===== config.mk =====
export PLATFORM = sky130hd
export DESIGN_NAME = accm_front
export DESIGN_NICKNAME = d
export VERILOG_FILES = /design/src/accm_pkg.sv /design/src/accm_front.sv
export SDC_FILE = /design/constraint.sdc
export NUM_CORES = 1
export LEC_CHECK = 0
export BUFFER_PORTS_ARGS = -buffer_cell sky130_fd_sc_hd__buf_2
export CAP_MARGIN = 40
export CELL_PAD_IN_SITES_DETAIL_PLACEMENT = 0
export CELL_PAD_IN_SITES_GLOBAL_PLACEMENT = 1
export CORE_ASPECT_RATIO = 0.7
export CORE_MARGIN = 2
export CORE_UTILIZATION = 35
export CTS_CLUSTER_DIAMETER = 200
export DETAILED_ROUTE_END_ITERATION = 8
export PLACE_DENSITY_LB_ADDON = 0.1
export SYNTH_ARGS = -nofsm -noshare
export SYNTH_HDL_FRONTEND = slang
export SYNTH_SLANG_ARGS = --single-unit

===== constraint.sdc =====
create_clock -name i_clk -period 12.6 [get_ports i_clk]
set_input_delay 1.89 -clock i_clk [delete_from_list [all_inputs] [get_ports i_clk]]
set_output_delay 1.89 -clock i_clk [all_outputs]
set_load 0.02 [all_outputs]

===== src/accm_pkg.sv =====
`timescale 1ns / 1ps
// Shared types, constants and AES round functions for the CCM engine.
package accm_pkg;

    // Register indexes on the configuration port
    localparam logic [1:0] CFG_KEY_HIGH = 2'd0;
    localparam logic [1:0] CFG_KEY_LOW  = 2'd1;
    localparam logic [1:0] CFG_TAG_LEN  = 2'd2;
    localparam logic [1:0] CFG_DECRYPT  = 2'd3;

    localparam logic [7:0] CTR_FLAGS   = 8'h07;
    localparam logic [7:0] ADATA_FLAG  = 8'h40;
    localparam logic [7:0] ADATA_LEN   = 8'd8;
    localparam logic [4:0] TAG_MIN     = 5'd4;
    localparam logic [4:0] TAG_MAX     = 5'd16;
    localparam logic [3:0] LAST_ROUND  = 4'd10;
    localparam logic [3:0] BLOCK_LAST  = 4'd15;

    typedef enum logic {
        KIND_START = 1'b0,
        KIND_DATA  = 1'b1
    } t_kind;

    typedef enum logic [1:0] {
        RK_DATA   = 2'd0,
        RK_TAG    = 2'd1,
        RK_STATUS = 2'd2
    } t_rkind;

    // One request as it waits in the queue
    typedef struct packed {
        t_kind       kind;
        logic [55:0] nonce;
        logic [15:0] msg_len;
        logic [63:0] assoc;
        logic        assoc_on;
        logic [7:0]  data_byte;
    } t_item;

    // Configuration seen by the sequencer
    typedef struct packed {
        logic [127:0] key;
        logic [4:0]   tag_bytes;
        logic         decrypt;
    } t_cfg;

    typedef enum logic [3:0] {
        ST_IDLE,
        ST_S0,
        ST_SHORT,
        ST_B0,
        ST_ADATA,
        ST_KS,
        ST_EMIT,
        ST_MAC,
        ST_TAG,
        ST_TAGIN,
        ST_STAT
    } t_state;

    localparam logic [7:0] SBOX [256] = '{
        8'h63,8'h7c,8'h77,8'h7b,8'hf2,8'h6b,8'h6f,8'hc5,8'h30,8'h01,8'h67,8'h2b,8'hfe,8'hd7,8'hab,8'h76,
        8'hca,8'h82,8'hc9,8'h7d,8'hfa,8'h59,8'h47,8'hf0,8'had,8'hd4,8'ha2,8'haf,8'h9c,8'ha4,8'h72,8'hc0,
        8'hb7,8'hfd,8'h93,8'h26,8'h36,8'h3f,8'hf7,8'hcc,8'h34,8'ha5,8'he5,8'hf1,8'h71,8'hd8,8'h31,8'h15,
        8'h04,8'hc7,8'h23,8'hc3,8'h18,8'h96,8'h05,8'h9a,8'h07,8'h12,8'h80,8'he2,8'heb,8'h27,8'hb2,8'h75,
        8'h09,8'h83,8'h2c,8'h1a,8'h1b,8'h6e,8'h5a,8'ha0,8'h52,8'h3b,8'hd6,8'hb3,8'h29,8'he3,8'h2f,8'h84,
        8'h53,8'hd1,8'h00,8'hed,8'h20,8'hfc,8'hb1,8'h5b,8'h6a,8'hcb,8'hbe,8'h39,8'h4a,8'h4c,8'h58,8'hcf,
        8'hd0,8'hef,8'haa,8'hfb,8'h43,8'h4d,8'h33,8'h85,8'h45,8'hf9,8'h02,8'h7f,8'h50,8'h3c,8'h9f,8'ha8,
        8'h51,8'ha3,8'h40,8'h8f,8'h92,8'h9d,8'h38,8'hf5,8'hbc,8'hb6,8'hda,8'h21,8'h10,8'hff,8'hf3,8'hd2,
        8'hcd,8'h0c,8'h13,8'hec,8'h5f,8'h97,8'h44,8'h17,8'hc4,8'ha7,8'h7e,8'h3d,8'h64,8'h5d,8'h19,8'h73,
        8'h60,8'h81,8'h4f,8'hdc,8'h22,8'h2a,8'h90,8'h88,8'h46,8'hee,8'hb8,8'h14,8'hde,8'h5e,8'h0b,8'hdb,
        8'he0,8'h32,8'h3a,8'h0a,8'h49,8'h06,8'h24,8'h5c,8'hc2,8'hd3,8'hac,8'h62,8'h91,8'h95,8'he4,8'h79,
        8'he7,8'hc8,8'h37,8'h6d,8'h8d,8'hd5,8'h4e,8'ha9,8'h6c,8'h56,8'hf4,8'hea,8'h65,8'h7a,8'hae,8'h08,
        8'hba,8'h78,8'h25,8'h2e,8'h1c,8'ha6,8'hb4,8'hc6,8'he8,8'hdd,8'h74,8'h1f,8'h4b,8'hbd,8'h8b,8'h8a,
        8'h70,8'h3e,8'hb5,8'h66,8'h48,8'h03,8'hf6,8'h0e,8'h61,8'h35,8'h57,8'hb9,8'h86,8'hc1,8'h1d,8'h9e,
        8'he1,8'hf8,8'h98,8'h11,8'h69,8'hd9,8'h8e,8'h94,8'h9b,8'h1e,8'h87,8'he9,8'hce,8'h55,8'h28,8'hdf,
        8'h8c,8'ha1,8'h89,8'h0d,8'hbf,8'he6,8'h42,8'h68,8'h41,8'h99,8'h2d,8'h0f,8'hb0,8'h54,8'hbb,8'h16
    };

    localparam logic [7:0] RCON [10] = '{
        8'h01, 8'h02, 8'h04, 8'h08, 8'h10, 8'h20, 8'h40, 8'h80, 8'h1b, 8'h36
    };

    function automatic logic [7:0] xt(input logic [7:0] a);
        return {a[6:0], 1'b0} ^ (a[7] ? 8'h1b : 8'h00);
    endfunction

    // SubBytes, ShiftRows and (unless final) MixColumns; byte 0 in the top bits
    function automatic logic [127:0] aes_round(input logic [127:0] s, input logic fin);
        logic [7:0]   t [16];
        logic [7:0]   a0, a1, a2, a3;
        logic [127:0] r;
        for (int c = 0; c < 4; c++) begin
            for (int i = 0; i < 4; i++) begin
                t[i + 4*c] = SBOX[s[127 - 8*(i + 4*((c + i) & 3)) -: 8]];
            end
        end
        if (!fin) begin
            for (int c = 0; c < 4; c++) begin
                a0 = t[4*c];
                a1 = t[4*c + 1];
                a2 = t[4*c + 2];
                a3 = t[4*c + 3];
                t[4*c]     = xt(a0) ^ xt(a1) ^ a1 ^ a2 ^ a3;
                t[4*c + 1] = a0 ^ xt(a1) ^ xt(a2) ^ a2 ^ a3;
                t[4*c + 2] = a0 ^ a1 ^ xt(a2) ^ xt(a3) ^ a3;
                t[4*c + 3] = xt(a0) ^ a0 ^ a1 ^ a2 ^ xt(a3);
            end
        end
        for (int k = 0; k < 16; k++) begin
            r[127 - 8*k -: 8] = t[k];
        end
        return r;
    endfunction

    // One step of the AES-128 key schedule
    function automatic logic [127:0] key_step(input logic [127:0] rk, input logic [7:0] rc);
        logic [31:0] w0, w1, w2, w3, tmp, n0, n1, n2, n3;
        w0  = rk[127:96];
        w1  = rk[95:64];
        w2  = rk[63:32];
        w3  = rk[31:0];
        tmp = {SBOX[w3[23:16]] ^ rc, SBOX[w3[15:8]], SBOX[w3[7:0]], SBOX[w3[31:24]]};
        n0  = w0 ^ tmp;
        n1  = w1 ^ n0;
        n2  = w2 ^ n1;
        n3  = w3 ^ n2;
        return {n0, n1, n2, n3};
    endfunction

endpackage


===== src/accm_front.sv =====
`timescale 1ns / 1ps
// Front end: takes requests, tags them and holds them in a two-entry queue.
module accm_front
    import accm_pkg::*;
(
    input  logic          i_clk,
    input  logic          i_rst_n,
    input  logic          i_valid,
    output logic          o_ready,
    input  logic          i_kind,
    input  logic [143:0]  i_data,
    output logic          o_item_valid,
    output t_item         o_item,
    input  logic          i_pop
);

    t_item      r_mem [2];
    logic       r_wptr;
    logic       r_rptr;
    logic [1:0] r_count;
    logic       w_push;
    t_item      w_item;

    // Classify and unpack the incoming request
    always_comb begin
        w_item.kind      = t_kind'(i_kind);
        w_item.nonce     = i_data[55:0];
        w_item.msg_len   = i_data[71:56];
        w_item.assoc     = i_data[135:72];
        w_item.assoc_on  = i_data[135:72] != 64'd0;
        w_item.data_byte = i_data[143:136];
    end

    assign o_ready      = r_count != 2'd2;
    assign w_push       = i_valid && o_ready;
    assign o_item_valid = r_count != 2'd0;
    assign o_item       = r_mem[r_rptr];

    always_ff @(posedge i_clk) begin
        if (w_push) begin
            r_mem[r_wptr] <= w_item;
        end
    end

    // Pointers and fill level
    always_ff @(posedge i_clk) begin
        if (!i_rst_n) begin
            r_wptr  <= 1'b0;
            r_rptr  <= 1'b0;
            r_count <= 2'd0;
        end else begin
            if (w_push) r_wptr <= ~r_wptr;
            if (i_pop)  r_rptr <= ~r_rptr;
            r_count <= r_count + {1'b0, w_push} - {1'b0, i_pop};
        end
    end

    a_count_range: assert property (@(posedge i_clk) disable iff (!i_rst_n)
        r_count != 2'd3)
        else $error("queue fill level out of range");

    a_pop_nonempty: assert property (@(posedge i_clk) disable iff (!i_rst_n)
        i_pop |-> r_count != 2'd0)
        else $error("pop from empty queue");

    a_fill_step: assert property (@(posedge i_clk) disable iff (!i_rst_n)
        (w_push && !i_pop) |=> r_count == $past(r_count) + 2'd1)
        else $error("queue level did not rise on push");

endmodule


==> summary.txt <==
Clock network
  • Hold-fix buffers at CTS: 0
  • CTS Sinks: 297
  • Clk root buf: clkbuf_16
  • Clock Path Buffers: 3
  • CTS tree: done
  • H-tree levels: 1
  • CTS clk-pin slew, worst paths: 0.06 ns
  • Clk_lat worst skew: 0.56 ns
  • Setup bufs post-CTS: 0
  • Resize count post-CTS: 0
  • Num CTS Buffers: 30

GRT
  • Vias in the first global route: 6,062
  • Largest net degree at the start of global routing: 82
  • Grt total ovfl: 0
  • Initial antenna violation count: 2
  • First-pass GRT wire length: 36,100 um
  • GR Util All Layers: 14.7%

Critical path
  • Worst-path maximum fanout: 46
  • CP max stage delay: 0.51 ns
  • CP endpoint kind: output pin
  • Crit path required time: 10.71 ns
  • Critical path type: reg -> out
  • Critical path arrival: 2.46 ns
  • RR Startpoint: r_count[0]
  • Reg2Reg Setup Slack: 9.64 ns
  • Startpoint types: flop
  • Critical path, cell by cell: buf_4 > buf_16 > mux2_2 > buf_2
  • Reg-to-reg endpoint: r_mem[1][63]
  • Delay-heaviest family, CP: buffers and inverters
  • Crit-path slowest cell: dfxtp_4
  • Bufs and invs on worst path: 3
  • R2R depth: 5

Placement
  • Placed Area: 12,900 um2
  • Setup Slack @ Placement: 8.09 ns
  • Port Buffers: 296
  • Final HPWL DP: 16,800 um
  • Placed insts: 1,200
  • Placer Congestion: 0.799

Logic synthesis
  • Post-Syn Area: 10,900 um2
  • YS warnings: 0
  • Syn Area/Cell: 21.7 um2
  • Main area contributors after synthesis: edfxtp_1, mux2_2, dfxtp_1, nor4_1, buf_2
  • Yosys top cell area share: 80.7%
  • Seq/Total Area, Yosys: 81.6%
  • Netlist cell types: 24
  • Synthesized flop and latch total: 297
  • Syn Nets: 650
  • Yosys top cell by area: edfxtp_1
  • Cells after synthesis: 500

Worst hold path
  • Hold path startpoint: r_rptr
  • Hold Path Sink: r_rptr
  • Hold Path Class: reg -> reg
  • Hold Path Depth: 2

Drt
  • Drt first-iter violations: 345
  • Final wirelength: 24,500 um
  • Drt pass-1 iters: 4
  • # DRC: 0
  • Final antenna-violating net count: 0
  • Via Count: 5,779
  • WL/cell: 19.5 um
  • Post-DR vias/cell: 4.60

Cells and area
  • Final Util: 46.2%
  • Antenna diodes: 0
  • Cell area after layout: 14,000 um2
  • Layout cells sized above 1: 59.6%
  • Area Overhead vs Synth: 28.7%
  • Leading cell type in the layout, fill and taps excluded: buf_2
  • Fin cells: 1,256
  • Most frequent cells in the layout: buf_2, edfxtp_1, mux2_2
  • Area of the multi-input gates: 1930 um2
  • Fill count: 2,666
  • Final #Nets: 970
  • Storage element area: 8870 um2

Floorplanning
  • # IOs: 297
  • Die height: 151 um
  • Core ar.: 30,300 um2
  • Initial core utilization: 35.9%
  • FP Rows: 53
  • Die width: 215 um
  • Die area: 32,500 um2

STA
  • Worst-Margin Slew: 0.805 ns
  • Max Freq: 230 MHz
  • Count of pins over their slew limit: 0
  • Period utilization: 34.5%
  • RSZ-0062 raised after global routing: no
  • Setup TNS: 0 ns
  • Worst hold slack: 0.589 ns
  • Setup slack after layout: 8.25 ns
  • Crit path time final: 4.35 ns
  • Max-slew headroom: 46.3%
  • Fin Clk Skew: 0.0214 ns
  • # setup viols final: 0
  • Hold Vio Cnt, Final: 0

Flow run
  • Max-capacitance violation count: 0

Run status
  • Outcome: finished, final reports clean

Pwr
  • Leakage: 5.12 nW
  • Worst VDD drop: 0.0974 mV
  • Overall Power: 2.48 mW
  • Pwr/cell area: 177 nW/um2
[worst max path at each step]
stage | endpoint | from | cells after the start | slack [ns]
6_report | o_item[136] | flop | 4 | 8.25
5_1_grt | o_item[132] | flop | 4 | 8.09
4_1_cts | o_item[132] | flop | 4 | 8.18
3_5_place_dp | r_mem[1][78] | i_valid | 5 | 8.09
3_3_place_gp | o_item[136] | flop | 3 | 8.07
2_1_floorplan | r_mem[1][0] | i_valid | 1 | 6.78
[per-layer routing]
metal	vias up	wire length, um	track usage [%]
met2	196	11500	23.7
met1	2879	10700	19.5
met3	39	1770	4.59
met5	-	13	0
li1	2663	-	-
met4	2	452	3.40
[synthesized netlist by cell type]
cell      count
nand3b_1      1
or2_2         1
ha_1          1
inv_1         1
buf_2        15
nand4_1       4
nand2_1       2
and3_1        1
mux2i_1       1
xnor2_1       1
or4_1         1
dfxtp_1       5
mux2_2      146
nor4_2        1
a21bo_2       2
and2_1        3
nor4_1       15
nand2b_1      2
xor2_1        1
a22oi_1       1
edfxtp_1    292
nor2_1        1
a21boi_0      1
clkbuf_1      1
[area by class of cell]
class	count	area share [%]
timing repair buffer	304	11.5
clock inverter	25	1.98
sequential	297	63.4
multi-input combinational	186	13.8
tap	412	3.69
inverter	1	0.0626
clock buffer	31	5.55
[flip-flops by register name, indices dropped and copies added, names as in the netlist, named ones only]
signal	cells
r_mem	292
r_count	2
r_rptr	1
r_wptr	1
[cells by family (layout without fill, tap and decap cells)]
logic type	after synthesis	count (layout)	synth area share, %
compound gates	4	4	0.322
simple gates	32	32	1.85
mux	147	147	15.2
xor+xnor	2	2	0.161
fa+ha+maj	1	1	0.115
buf+inv	17	361	0.759
flops	297	297	81.6
[report_power, final]
group	internal [mW]	switching, mW	total, mW
Combinational	0.130	0.215	0.345
Clock	0.567	0.370	0.938
Sequential	1.18	0.0187	1.20
[worst reg2reg max path: cells and delay by family (launching register included)]
family | cells | cell delay [ns]
AND/OR/NAND/NOR | 2 | 0.72
buffers and inverters | 3 | 1.53
flip-flops | 1 | 0.37
No activity file was read; power rests on OpenSTA's default activity.
